## src/sv/sup_pkg.sv

```systemverilog
// shared types, constants and coefficient table for the 2x sinc upsampler
// no dependencies; used by every module of the block
`default_nettype none

package sup_pkg;

	// sizing
	localparam int MAX_RADIUS = 8;
	localparam int WIN_DEPTH  = 2 * MAX_RADIUS + 1;
	localparam int MEM_DEPTH  = 32;
	localparam int PTR_W      = $clog2(MEM_DEPTH);
	localparam int CNT_W      = $clog2(WIN_DEPTH + 1);
	localparam int RAD_W      = 4;
	localparam int OFS_W      = $clog2(2 * MAX_RADIUS + 2);
	localparam int TI_W       = 4;
	localparam int SMP_W      = 16;
	localparam int WGT_W      = 17;
	localparam int PROD_W     = SMP_W + WGT_W;
	localparam int ACC_W      = 36;
	localparam int PADDR_W    = 3;
	localparam int PDATA_W    = 32;
	localparam int Q_DEPTH    = 2;
	localparam int Q_PTR_W    = $clog2(Q_DEPTH);
	localparam int Q_CNT_W    = $clog2(Q_DEPTH + 1);

	// register index codes (paddr bit 2)
	localparam logic REG_RADIUS = 1'b0;

	// reset value of the radius register
	localparam logic [RAD_W-1:0] RADIUS_RST = RAD_W'(8);

	// sinc(m+0.5) weights in q1.15, alternating sign, entry m for tap offsets -m and m+1
	localparam logic signed [SMP_W-1:0] SINC_ROM [16] = '{
		16'sd20861, -16'sd6954, 16'sd4172, -16'sd2980,
		16'sd2318,  -16'sd1896, 16'sd1605, -16'sd1391,
		16'sd1227,  -16'sd1098, 16'sd993,  -16'sd907,
		16'sd834,   -16'sd773,  16'sd719,  -16'sd673
	};

	// input beat
	typedef struct packed {
		logic signed [SMP_W-1:0] sample_in;
		logic                    end_of_signal;
	} in_beat_t;

	// output beat
	typedef struct packed {
		logic signed [SMP_W-1:0] sample_out;
		logic                    is_midpoint;
		logic                    final_out;
	} out_beat_t;

	// one classified input beat waiting for the back end
	typedef struct packed {
		logic [PTR_W-1:0] ptr;
		logic [CNT_W-1:0] avail;
		logic [RAD_W-1:0] radius;
		logic             last;
	} job_t;

	// window read request from the back end
	typedef struct packed {
		logic             en;
		logic [PTR_W-1:0] addr;
	} rd_req_t;

	// queue status seen by its neighbors
	typedef struct packed {
		logic full;
		logic empty;
	} q_stat_t;

endpackage

`default_nettype wire

```

## src/sv/sinc_upsampler_2x.sv

```systemverilog
// top level of the 2x truncated-sinc upsampler: register port and wiring of front, queue, back
// depends on sup_pkg, sup_front, sup_queue, sup_back
//
//   channel   direction  handshake                        payload
//   sample    in         sample_valid / sample_stall      sup_pkg::in_beat_t
//   result    out        result_valid / result_stall      sup_pkg::out_beat_t
//   register  in         psel penable pwrite pready       paddr, pwdata, prdata (radius)
//
// a beat that is not the last of its signal yields one passed-through sample and one
// midpoint of at most 2r+1 taps, one tap a cycle through the single shared multiplier;
// a last beat adds each result of its flush tail.
// the front takes beats while the two-entry job queue has room, so it runs up to two beats
// ahead of the back end; a stalled result holds the back end only.
// reset clears control state only; the window memory needs no clearing pass.
`default_nettype none

module sinc_upsampler_2x (
	input  wire logic                   clk,
	input  wire logic                   arst_n,
	input  wire logic                   sample_valid,
	output logic                        sample_stall,
	input  wire sup_pkg::in_beat_t      sample,
	output logic                        result_valid,
	input  wire logic                   result_stall,
	output sup_pkg::out_beat_t          result,
	input  wire logic                   psel,
	input  wire logic                   penable,
	input  wire logic                   pwrite,
	input  wire logic [2:0]             paddr,
	input  wire logic [31:0]            pwdata,
	output logic [31:0]                 prdata,
	output logic                        pready
);
	import sup_pkg::*;

	logic [RAD_W-1:0]        radius_q;
	logic                    reg_wr;
	logic                    push;
	logic                    pop;
	job_t                    push_job;
	job_t                    pop_job;
	q_stat_t                 q_stat;
	rd_req_t                 rd_req;
	logic signed [SMP_W-1:0] rd_data;

	// register port
	assign pready = 1'b1;
	assign reg_wr = psel && penable && pwrite && pready && (paddr[2] == REG_RADIUS);
	assign prdata = (paddr[2] == REG_RADIUS) ? PDATA_W'(radius_q) : '0;

	always_ff @(posedge clk or negedge arst_n) begin
		if (!arst_n) begin
			radius_q <= RADIUS_RST;
		end else if (reg_wr) begin
			radius_q <= pwdata[RAD_W-1:0];
		end
	end

	// front end
	sup_front u_front (
		.clk          (clk),
		.arst_n       (arst_n),
		.sample_valid (sample_valid),
		.sample_stall (sample_stall),
		.sample       (sample),
		.radius       (radius_q),
		.q_stat       (q_stat),
		.push         (push),
		.push_job     (push_job),
		.rd_req       (rd_req),
		.rd_data      (rd_data)
	);

	// job queue
	sup_queue u_queue (
		.clk      (clk),
		.arst_n   (arst_n),
		.push     (push),
		.push_job (push_job),
		.pop      (pop),
		.pop_job  (pop_job),
		.q_stat   (q_stat)
	);

	// back end
	sup_back u_back (
		.clk          (clk),
		.arst_n       (arst_n),
		.q_stat       (q_stat),
		.pop_job      (pop_job),
		.pop          (pop),
		.rd_req       (rd_req),
		.rd_data      (rd_data),
		.result_valid (result_valid),
		.result_stall (result_stall),
		.result       (result)
	);

endmodule

`default_nettype wire

```

## src/sv/sup_front.sv

```systemverilog
// front end: takes input beats, stores samples in the window memory, classifies beats into jobs
// depends on sup_pkg
`default_nettype none

module sup_front (
	input  wire logic              clk,
	input  wire logic              arst_n,
	input  wire logic              sample_valid,
	output logic                   sample_stall,
	input  wire sup_pkg::in_beat_t sample,
	input  wire logic [3:0]        radius,
	input  wire sup_pkg::q_stat_t  q_stat,
	output logic                   push,
	output sup_pkg::job_t          push_job,
	input  wire sup_pkg::rd_req_t  rd_req,
	output logic signed [15:0]     rd_data
);
	import sup_pkg::*;

	logic signed [SMP_W-1:0] win_mem [MEM_DEPTH];
	logic [PTR_W-1:0]        ptr_q;
	logic [CNT_W-1:0]        cnt_q;
	logic [RAD_W-1:0]        act_radius_q;
	logic [RAD_W-1:0]        radius_clamped;
	logic [RAD_W-1:0]        radius_now;
	logic [PTR_W-1:0]        ptr_next;
	logic [CNT_W-1:0]        cnt_next;
	logic                    accept;

	// accept while the queue has room
	assign sample_stall = q_stat.full;
	assign accept       = sample_valid && !q_stat.full;

	// radius latched on the first beat of a signal
	assign radius_clamped = (radius > RAD_W'(MAX_RADIUS)) ? RAD_W'(MAX_RADIUS) : radius;
	assign radius_now     = (cnt_q == '0) ? radius_clamped : act_radius_q;
	assign ptr_next       = ptr_q + PTR_W'(1);
	assign cnt_next       = (cnt_q < CNT_W'(WIN_DEPTH)) ? cnt_q + CNT_W'(1) : cnt_q;

	// job for the back end
	assign push            = accept;
	assign push_job.ptr    = ptr_next;
	assign push_job.avail  = cnt_next;
	assign push_job.radius = radius_now;
	assign push_job.last   = sample.end_of_signal;

	// signal bookkeeping
	always_ff @(posedge clk or negedge arst_n) begin
		if (!arst_n) begin
			ptr_q        <= '0;
			cnt_q        <= '0;
			act_radius_q <= RAD_W'(MAX_RADIUS);
		end else if (accept) begin
			ptr_q        <= ptr_next;
			act_radius_q <= radius_now;
			cnt_q        <= sample.end_of_signal ? '0 : cnt_next;
		end
	end

	// window memory, one write and one registered read port
	always_ff @(posedge clk) begin
		if (accept) begin
			win_mem[ptr_next] <= sample.sample_in;
		end
		if (rd_req.en) begin
			rd_data <= win_mem[rd_req.addr];
		end
	end

endmodule

`default_nettype wire

```

## src/sv/sup_queue.sv

```systemverilog
// two-entry job queue between the front and back ends
// depends on sup_pkg
`default_nettype none

module sup_queue (
	input  wire logic           clk,
	input  wire logic           arst_n,
	input  wire logic           push,
	input  wire sup_pkg::job_t  push_job,
	input  wire logic           pop,
	output sup_pkg::job_t       pop_job,
	output sup_pkg::q_stat_t    q_stat
);
	import sup_pkg::*;

	job_t               slot_q [Q_DEPTH];
	logic [Q_PTR_W-1:0] wr_q;
	logic [Q_PTR_W-1:0] rd_q;
	logic [Q_CNT_W-1:0] cnt_q;

	assign q_stat.full  = (cnt_q == Q_CNT_W'(Q_DEPTH));
	assign q_stat.empty = (cnt_q == '0);
	assign pop_job      = slot_q[rd_q];

	// pointers and fill level
	always_ff @(posedge clk or negedge arst_n) begin
		if (!arst_n) begin
			wr_q  <= '0;
			rd_q  <= '0;
			cnt_q <= '0;
		end else begin
			if (push) begin
				wr_q <= wr_q + Q_PTR_W'(1);
			end
			if (pop) begin
				rd_q <= rd_q + Q_PTR_W'(1);
			end
			if (push && !pop) begin
				cnt_q <= cnt_q + Q_CNT_W'(1);
			end else if (pop && !push) begin
				cnt_q <= cnt_q - Q_CNT_W'(1);
			end
		end
	end

	// storage
	always_ff @(posedge clk) begin
		if (push) begin
			slot_q[wr_q] <= push_job;
		end
	end

	a_no_overflow: assert property (@(posedge clk) disable iff (!arst_n)
		push |-> !q_stat.full || pop)
		else $error("job pushed into a full queue");

	a_no_underflow: assert property (@(posedge clk) disable iff (!arst_n)
		pop |-> !q_stat.empty)
		else $error("job popped from an empty queue");

	a_level_bound: assert property (@(posedge clk) disable iff (!arst_n)
		cnt_q <= Q_CNT_W'(Q_DEPTH))
		else $error("queue level beyond its depth");

endmodule

`default_nettype wire

```

## src/sv/sup_back.sv

```systemverilog
// back end: walks each job's results, runs the shared multiply-accumulate over window taps
// depends on sup_pkg; reads the window memory held in sup_front
`default_nettype none

module sup_back (
	input  wire logic              clk,
	input  wire logic              arst_n,
	input  wire sup_pkg::q_stat_t  q_stat,
	input  wire sup_pkg::job_t     pop_job,
	output logic                   pop,
	output sup_pkg::rd_req_t       rd_req,
	input  wire logic signed [15:0] rd_data,
	output logic                   result_valid,
	input  wire logic              result_stall,
	output sup_pkg::out_beat_t     result
);
	import sup_pkg::*;

	typedef enum logic [2:0] {ST_IDLE, ST_SCAN, ST_TAPS, ST_DRAIN, ST_EMIT} state_t;

	localparam logic signed [ACC_W-1:0] SAT_HI   = ACC_W'(32767);
	localparam logic signed [ACC_W-1:0] SAT_LO   = -ACC_W'(32768);
	localparam logic signed [ACC_W-1:0] RND_HALF = ACC_W'(16384);
	localparam logic signed [WGT_W-1:0] UNITY    = WGT_W'(32768);

	state_t           state_q;
	job_t             job_q;
	logic [OFS_W-1:0] o_q;
	logic [OFS_W-1:0] o_lo_q;
	logic [OFS_W-1:0] m_q;
	logic [OFS_W-1:0] b_q;
	logic [OFS_W-1:0] b_hi_q;
	logic             unity_q;
	logic             first_q;
	logic             out_valid_q;
	out_beat_t        out_q;

	// tap pipeline
	logic                    vld_s1;
	logic                    unity_s1;
	logic                    first_s1;
	logic                    last_s1;
	logic [TI_W-1:0]         ti_s1;
	logic                    vld_s2;
	logic                    first_s2;
	logic                    last_s2;
	logic signed [PROD_W-1:0] prod_s2;
	logic signed [ACC_W-1:0]  acc_q;

	// combinational helpers
	logic [RAD_W-1:0]        d_rad;
	logic [OFS_W-1:0]        d_new;
	logic [OFS_W-1:0]        o_lo_new;
	logic [OFS_W:0]          o_lim;
	logic                    o_skip;
	logic [OFS_W-1:0]        m_new;
	logic [OFS_W-1:0]        r_ext;
	logic [OFS_W-1:0]        b_lo_new;
	logic [OFS_W-1:0]        b_top;
	logic [OFS_W-1:0]        av_m1;
	logic [OFS_W-1:0]        b_hi_new;
	logic signed [OFS_W:0]   k_tap;
	logic [OFS_W-1:0]        ti_full;
	logic signed [WGT_W-1:0] weight_s1;
	logic signed [ACC_W-1:0] rnd_sum;
	logic signed [ACC_W-1:0] quo;
	logic signed [SMP_W-1:0] sat_val;
	logic                    out_free;

	// result span of a new job: offsets d down to o_lo
	assign d_rad    = pop_job.radius;
	assign d_new    = (d_rad == '0) ? OFS_W'(1) : {d_rad, 1'b0};
	assign o_lo_new = pop_job.last ? '0 : d_new - OFS_W'(1);

	// offset beyond the samples of this signal
	assign o_lim  = {job_q.avail - CNT_W'(1), 1'b0};
	assign o_skip = {1'b0, o_q} > o_lim;

	// tap range of a midpoint
	assign m_new    = (o_q + OFS_W'(1)) >> 1;
	assign r_ext    = OFS_W'(job_q.radius);
	assign b_lo_new = (m_new > r_ext) ? m_new - r_ext : '0;
	assign b_top    = m_new + r_ext;
	assign av_m1    = job_q.avail - CNT_W'(1);
	assign b_hi_new = (b_top < av_m1) ? b_top : av_m1;

	// coefficient index from the tap offset
	assign k_tap   = $signed({1'b0, m_q}) - $signed({1'b0, b_q});
	assign ti_full = (k_tap > 0) ? OFS_W'(k_tap) - OFS_W'(1) : OFS_W'(-k_tap);

	// window read
	assign pop         = (state_q == ST_IDLE) && !q_stat.empty;
	assign rd_req.en   = (state_q == ST_TAPS);
	assign rd_req.addr = job_q.ptr - PTR_W'(b_q);

	// rounding half up and saturation
	assign rnd_sum = acc_q + RND_HALF;
	assign quo     = rnd_sum >>> 15;
	always_comb begin
		priority if (quo > SAT_HI) begin
			sat_val = SMP_W'(SAT_HI);
		end else if (quo < SAT_LO) begin
			sat_val = SMP_W'(SAT_LO);
		end else begin
			sat_val = quo[SMP_W-1:0];
		end
	end

	assign out_free     = !out_valid_q || !result_stall;
	assign result_valid = out_valid_q;
	assign result       = out_q;

	// sequencer and output register
	always_ff @(posedge clk or negedge arst_n) begin
		if (!arst_n) begin
			state_q     <= ST_IDLE;
			job_q       <= '0;
			o_q         <= '0;
			o_lo_q      <= '0;
			m_q         <= '0;
			b_q         <= '0;
			b_hi_q      <= '0;
			unity_q     <= 1'b0;
			first_q     <= 1'b0;
			out_valid_q <= 1'b0;
			out_q       <= '0;
		end else begin
			// a new beat loads in emit, a taken beat leaves otherwise
			if (state_q == ST_EMIT && out_free) begin
				out_valid_q <= 1'b1;
			end else if (out_valid_q && !result_stall) begin
				out_valid_q <= 1'b0;
			end
			unique case (state_q)
				ST_IDLE: begin
					if (!q_stat.empty) begin
						job_q   <= pop_job;
						o_q     <= d_new;
						o_lo_q  <= o_lo_new;
						state_q <= ST_SCAN;
					end
				end
				ST_SCAN: begin
					if (o_skip) begin
						if (o_q == o_lo_q) begin
							state_q <= ST_IDLE;
						end else begin
							o_q <= o_q - OFS_W'(1);
						end
					end else begin
						unity_q <= ~o_q[0];
						first_q <= 1'b1;
						m_q     <= m_new;
						b_q     <= o_q[0] ? b_lo_new : o_q >> 1;
						b_hi_q  <= o_q[0] ? b_hi_new : o_q >> 1;
						state_q <= ST_TAPS;
					end
				end
				ST_TAPS: begin
					first_q <= 1'b0;
					b_q     <= b_q + OFS_W'(1);
					if (b_q == b_hi_q) begin
						state_q <= ST_DRAIN;
					end
				end
				ST_DRAIN: begin
					if (vld_s2 && last_s2) begin
						state_q <= ST_EMIT;
					end
				end
				ST_EMIT: begin
					if (out_free) begin
						out_q.sample_out <= sat_val;
						out_q.is_midpoint <= ~unity_q;
						out_q.final_out  <= job_q.last && (o_q == '0);
						if (o_q == o_lo_q) begin
							state_q <= ST_IDLE;
						end else begin
							o_q     <= o_q - OFS_W'(1);
							state_q <= ST_SCAN;
						end
					end
				end
				default: state_q <= ST_IDLE;
			endcase
		end
	end

	// tap pipeline control
	always_ff @(posedge clk or negedge arst_n) begin
		if (!arst_n) begin
			vld_s1 <= 1'b0;
			vld_s2 <= 1'b0;
		end else begin
			vld_s1 <= (state_q == ST_TAPS);
			vld_s2 <= vld_s1;
		end
	end

	// tap pipeline payload: tag, product, accumulator
	assign weight_s1 = unity_s1 ? UNITY : WGT_W'(SINC_ROM[ti_s1]);

	always_ff @(posedge clk) begin
		unity_s1 <= unity_q;
		first_s1 <= first_q;
		last_s1  <= (b_q == b_hi_q);
		ti_s1    <= ti_full[TI_W-1:0];
		first_s2 <= first_s1;
		last_s2  <= last_s1;
		prod_s2  <= rd_data * weight_s1;
		if (vld_s2) begin
			acc_q <= (first_s2 ? ACC_W'(0) : acc_q)
				+ {{(ACC_W-PROD_W){prod_s2[PROD_W-1]}}, prod_s2};
		end
	end

	a_emit_drained: assert property (@(posedge clk) disable iff (!arst_n)
		(state_q == ST_EMIT) |-> !vld_s1 && !vld_s2)
		else $error("result taken before the accumulator drained");

	a_tap_in_window: assert property (@(posedge clk) disable iff (!arst_n)
		(state_q == ST_TAPS) |-> (b_q <= b_hi_q) && (b_q < OFS_W'(job_q.avail)))
		else $error("tap outside the samples of the signal");

	a_acc_source: assert property (@(posedge clk) disable iff (!arst_n)
		vld_s2 |-> $past(state_q == ST_TAPS, 2))
		else $error("product without an issued tap");

	a_no_overwrite: assert property (@(posedge clk) disable iff (!arst_n)
		(state_q == ST_EMIT) && out_valid_q && result_stall |=> $stable(o_q))
		else $error("result offset advanced while the output was blocked");

endmodule

`default_nettype wire
```

## config.mk

```make
export PLATFORM = sky130hd
export DESIGN_NAME = sinc_upsampler_2x
export DESIGN_NICKNAME = d
export VERILOG_FILES = /design/src/sv/sup_pkg.sv /design/src/sv/sinc_upsampler_2x.sv /design/src/sv/sup_front.sv /design/src/sv/sup_queue.sv /design/src/sv/sup_back.sv
export SDC_FILE = /design/constraint.sdc
export NUM_CORES = 2
export LEC_CHECK = 0
export BUFFER_PORTS_ARGS = -buffer_cell sky130_fd_sc_hd__buf_2
export CAP_MARGIN = 10
export CELL_PAD_IN_SITES_DETAIL_PLACEMENT = 2
export CELL_PAD_IN_SITES_GLOBAL_PLACEMENT = 2
export CORE_ASPECT_RATIO = 1.2
export CORE_UTILIZATION = 45
export DETAILED_ROUTE_END_ITERATION = 10
export GPL_TIMING_DRIVEN = 0
export PLACE_DENSITY = 0.77
export SKIP_LAST_GASP = 1
export SYNTH_ARGS = -nofsm -noshare
export SYNTH_HDL_FRONTEND = slang
export SYNTH_HIERARCHICAL = 1
export SYNTH_SLANG_ARGS = --single-unit
```

## constraint.sdc

```tcl
create_clock -name clk -period 9.9 [get_ports clk]
set_input_delay 0.495 -clock clk [delete_from_list [all_inputs] [get_ports clk]]
set_output_delay 0.495 -clock clk [all_outputs]
set_load 0.03 [all_outputs]
```

==> results_dict.tcl <==
set metrics [dict create \
    status "completed" \
    start_util_pct 45.7 \
    antenna_found_initial 3 \
    cp-end-kind "flop" \
    maxCapViolCount 0 \
    root_buffer "clkbuf_16" \
    dieArea_sq_um 95300 \
    worstMarginPinSlew_ns 1.29 \
    ys.warnings.count 6 \
    placed_area_sq_um 44700 \
    cts_buffers 78 \
    slowest_delay_ns 1.05 \
    hpwl_um 99600 \
    grt_first_pass_wirelength_um 203000 \
    layoutNonFillerInstCount 4926 \
    ioPinCount 112 \
    synth_edf_count 594 \
    cp_max_fo 10 \
    clk_latency_ns 0.66 \
    finalSetupViolations 0 \
    antennaDiodeCount 0 \
    vias 27900 \
    yosys-mux-area-fraction_pct 7.13 \
    rsz0062_at_grt "false" \
    syn_avg_cell_area_sq_um 12.3 \
    synth_top_family_by_area "adder cells" \
    die-width_um 282 \
    grt_overflow 0 \
    rows 122 \
    slew_viol_final 0 \
    synth-compound-area-share_pct 7.43 \
    viasPerCell 5.67 \
    async_reset_ff_share_pct 12.0 \
    cpMostUsedCell "fa_1" \
    syn_inst 3431 \
    yosys.area_share.simple_pct 9.26 \
    ys_ff_latch 723 \
    period_share_pct 91.8 \
    core-area_sq_um 92700 \
    grt_pass1_vias 32400 \
    synth_top_cell_area_share_pct 42.2 \
    portBuffers 52 \
    grt_max_degree 69 \
    h-tree-depth 3 \
    fin_setup_tns_ns 0 \
    wl_per_cell_um 27.4 \
    yosys.area_share.adder_pct 18.2 \
    synthTopCellsByArea "edfxtp_1, fa_1, mux2i_1" \
    cts_tree "done" \
    slew_headroom_pct 13.6 \
    nets 4128 \
    dr.pass1.iters 5 \
    synth_flop_cell "edfxtp_1" \
    ant_nets 0 \
    drc 0 \
    hold_viol 0 \
    cp_top_family "adder cells" \
    syn_area_sq_um 42300 \
    seq_area_frac_synth_pct 49.3 \
    cp_data_required_time_ns 10.40 \
    worstPathCellList "clkbuf_1 > clkbuf_1 > a21oi_1 > a211oi_1 > clkbuf_1 > nand2_1 > fa_1 > fa_1 > fa_1 > inv_1 > fa_1 > fa_1 > inv_1 > fa_1 > inv_1 > ha_1 > and3_1 > nand3_1 > o311ai_1 > nand4_1 > o21ai_0 > o22ai_1 > xnor2_1" \
    cts_sinks 723 \
    crit_buf_inv 6 \
    cts_resized 0 \
    drive_gt1_share_pct 10.4 \
    yosysUniqueCellTypes 91 \
    synth_xor_area_share_pct 2.59 \
    worst_path_max_delay_cell "a211oi_1" \
    clk_path_buf_depth 3 \
    wirelength_um 135000 \
    hold_path_class "in -> reg" \
    final_area_sq_um 47300 \
    areaGrowthSynthToFinish_pct 11.9 \
    worstSetupPathType "reg -> reg" \
    cp.arrival_ns 9.60 \
    period_minus_slack_ns 9.09 \
    start_kind "flop" \
    gp_congestion 0.888 \
    max_freq_mhz 110 \
    clk_pin_slew_worst_paths_ns 0.06 \
    grt_usage_pct 28.9 \
    die_h_um 338 \
    fin_skew_ns 0.0405 \
    dp.cells 4780 \
    drt_iter0_drc 1503 \
    synth_top_area_cell "edfxtp_1" \
]
==> metal layers <==
metal  GRT usage (%)  share of wire, %
met3            2.92               2.8
met2            54.2                54
met4            16.0               5.8
met1            31.8                37
met5               0             0.017
==> sequential cells by signal, summed over array words and instances (netlist names), 2 cells and up <==
signal,count
u_back/prod_s2,33
u_back/state_q,3
u_queue/slot_q,30
u_front/ptr_q,5
u_back/m_q,4
u_back/b_hi_q,5
u_front/cnt_q,5
u_back/o_lo_q,5
u_queue/cnt_q,2
u_back/acc_q,36
u_back/b_q,5
radius_q,4
u_front/rd_data,16
u_back/ti_s1,4
u_front/act_radius_q,4
u_front/win_mem,512
u_back/o_q,5
u_back/result,18
u_back/job_q,15
==> repair_timing <==
action,in CTS,in global routing
hold buffers,1,0
hold endpoints to repair,19,0
buffers inserted,0,0
==> cells in the final DEF, fill, tap and decap left out, drive strengths merged, types with 29 or more instances in the layout <==
| cell | count |
|---|---|
| xnor2 | 80 |
| nor2b | 49 |
| buf | 180 |
| dfrtp | 85 |
| dfxtp | 42 |
| nor3 | 44 |
| nand3 | 73 |
| ha | 166 |
| a21oi | 112 |
| conb | 29 |
| clkbuf | 163 |
| a22oi | 66 |
| a22o | 36 |
| fa | 281 |
| edfxtp | 594 |
| and2 | 116 |
| nand2 | 281 |
| o21ai | 78 |
| nor2 | 148 |
| xor2 | 45 |
| inv | 411 |
| mux2i | 263 |
==> cells in the mapped netlist (all sizes together), types with 5 or more instances <==
master / n
nor2b: 49
o211ai: 6
nand3: 73
o21ai: 78
dfxtp: 42
or2: 7
o21a: 17
edfxtp: 594
a31oi: 28
inv: 405
o22a: 14
o31ai: 11
a21o: 22
xor2: 45
nand2b: 24
or3: 6
a21boi: 5
o21bai: 12
ha: 166
xnor2: 80
buf: 97
and3: 16
a211oi: 15
clkbuf: 67
dfrtp: 85
a22o: 36
nand2: 281
mux2: 25
nor2: 148
nand4: 25
mux2i: 263
fa: 281
a22oi: 66
a21oi: 112
and2: 116
nor3: 44
==> worst reg2reg max path, stage by stage (launching register included) <==
cell,delay (ns)
dfxtp_1,0.48
clkbuf_1,0.40
clkbuf_1,0.40
a21oi_1,0.08
a211oi_1,1.05
clkbuf_1,0.65
nand2_1,0.18
fa_1,0.60
fa_1,0.44
fa_1,0.52
inv_1,0.05
fa_1,0.50
fa_1,0.56
inv_1,0.06
fa_1,0.67
inv_1,0.08
ha_1,0.35
and3_1,0.23
nand3_1,0.19
o311ai_1,0.60
nand4_1,0.22
o21ai_0,0.34
o22ai_1,0.17
xnor2_1,0.16
==> cell type report <==
class | instances | area [sq um]
fillers | 8963 | 45300
well taps | 1240 | 1550
multi-input cells | 2165 | 19000
flip-flops and latches | 723 | 20900
repair buffers | 84 | 686
clock inverters | 48 | 484
plain buffers | 164 | 1040
clock buffers | 96 | 2120
inverters | 406 | 1520
==> metrics by stage <==
stage               utilization [%]  hold WS [ns]  worst slack [ns]
finish                         51.1        0.0818             0.809
global route                   51.1        0.0823             0.576
CTS                            51.1        0.0418             0.968
detailed placement             48.2         0.318             0.976
global placement               47.7         0.312              1.04
floorplan                         -         0.199              2.80
==> logic make-up after synthesis <==
kind of cell | after synthesis
xor+xnor | 125
compound gates | 464
flops | 723
fa+ha+maj | 447
mux | 291
other cells | 2
simple gates | 809
buf+inv | 570
==> path summary, 6_finish.rpt <==
kind                            slack [ns]  depth (start not counted)               startpoint                         end
worst min-delay path                  0.08                          2                pwdata[2]     radius_q[2]$_DFFE_PN0P_
worst max register to register        0.81                         23  u_back/ti_s1[3]$_DFF_P_  u_back/prod_s2[32]$_DFF_P_
worst min register to register        0.33                          0   u_back/last_s1$_DFF_P_      u_back/last_s2$_DFF_P_
worst max-delay path                  0.81                         23  u_back/ti_s1[3]$_DFF_P_  u_back/prod_s2[32]$_DFF_P_
max in group asynchronous             8.94                          3                   arst_n     u_back/vld_s2$_DFF_PN0_
min in group asynchronous             0.28                          2                   arst_n    u_queue/wr_q$_DFFE_PN0P_
Power is left out: the tool's default activity adds up to more than one toggle a clock period on the data nets, which glitch-free logic cannot reach.
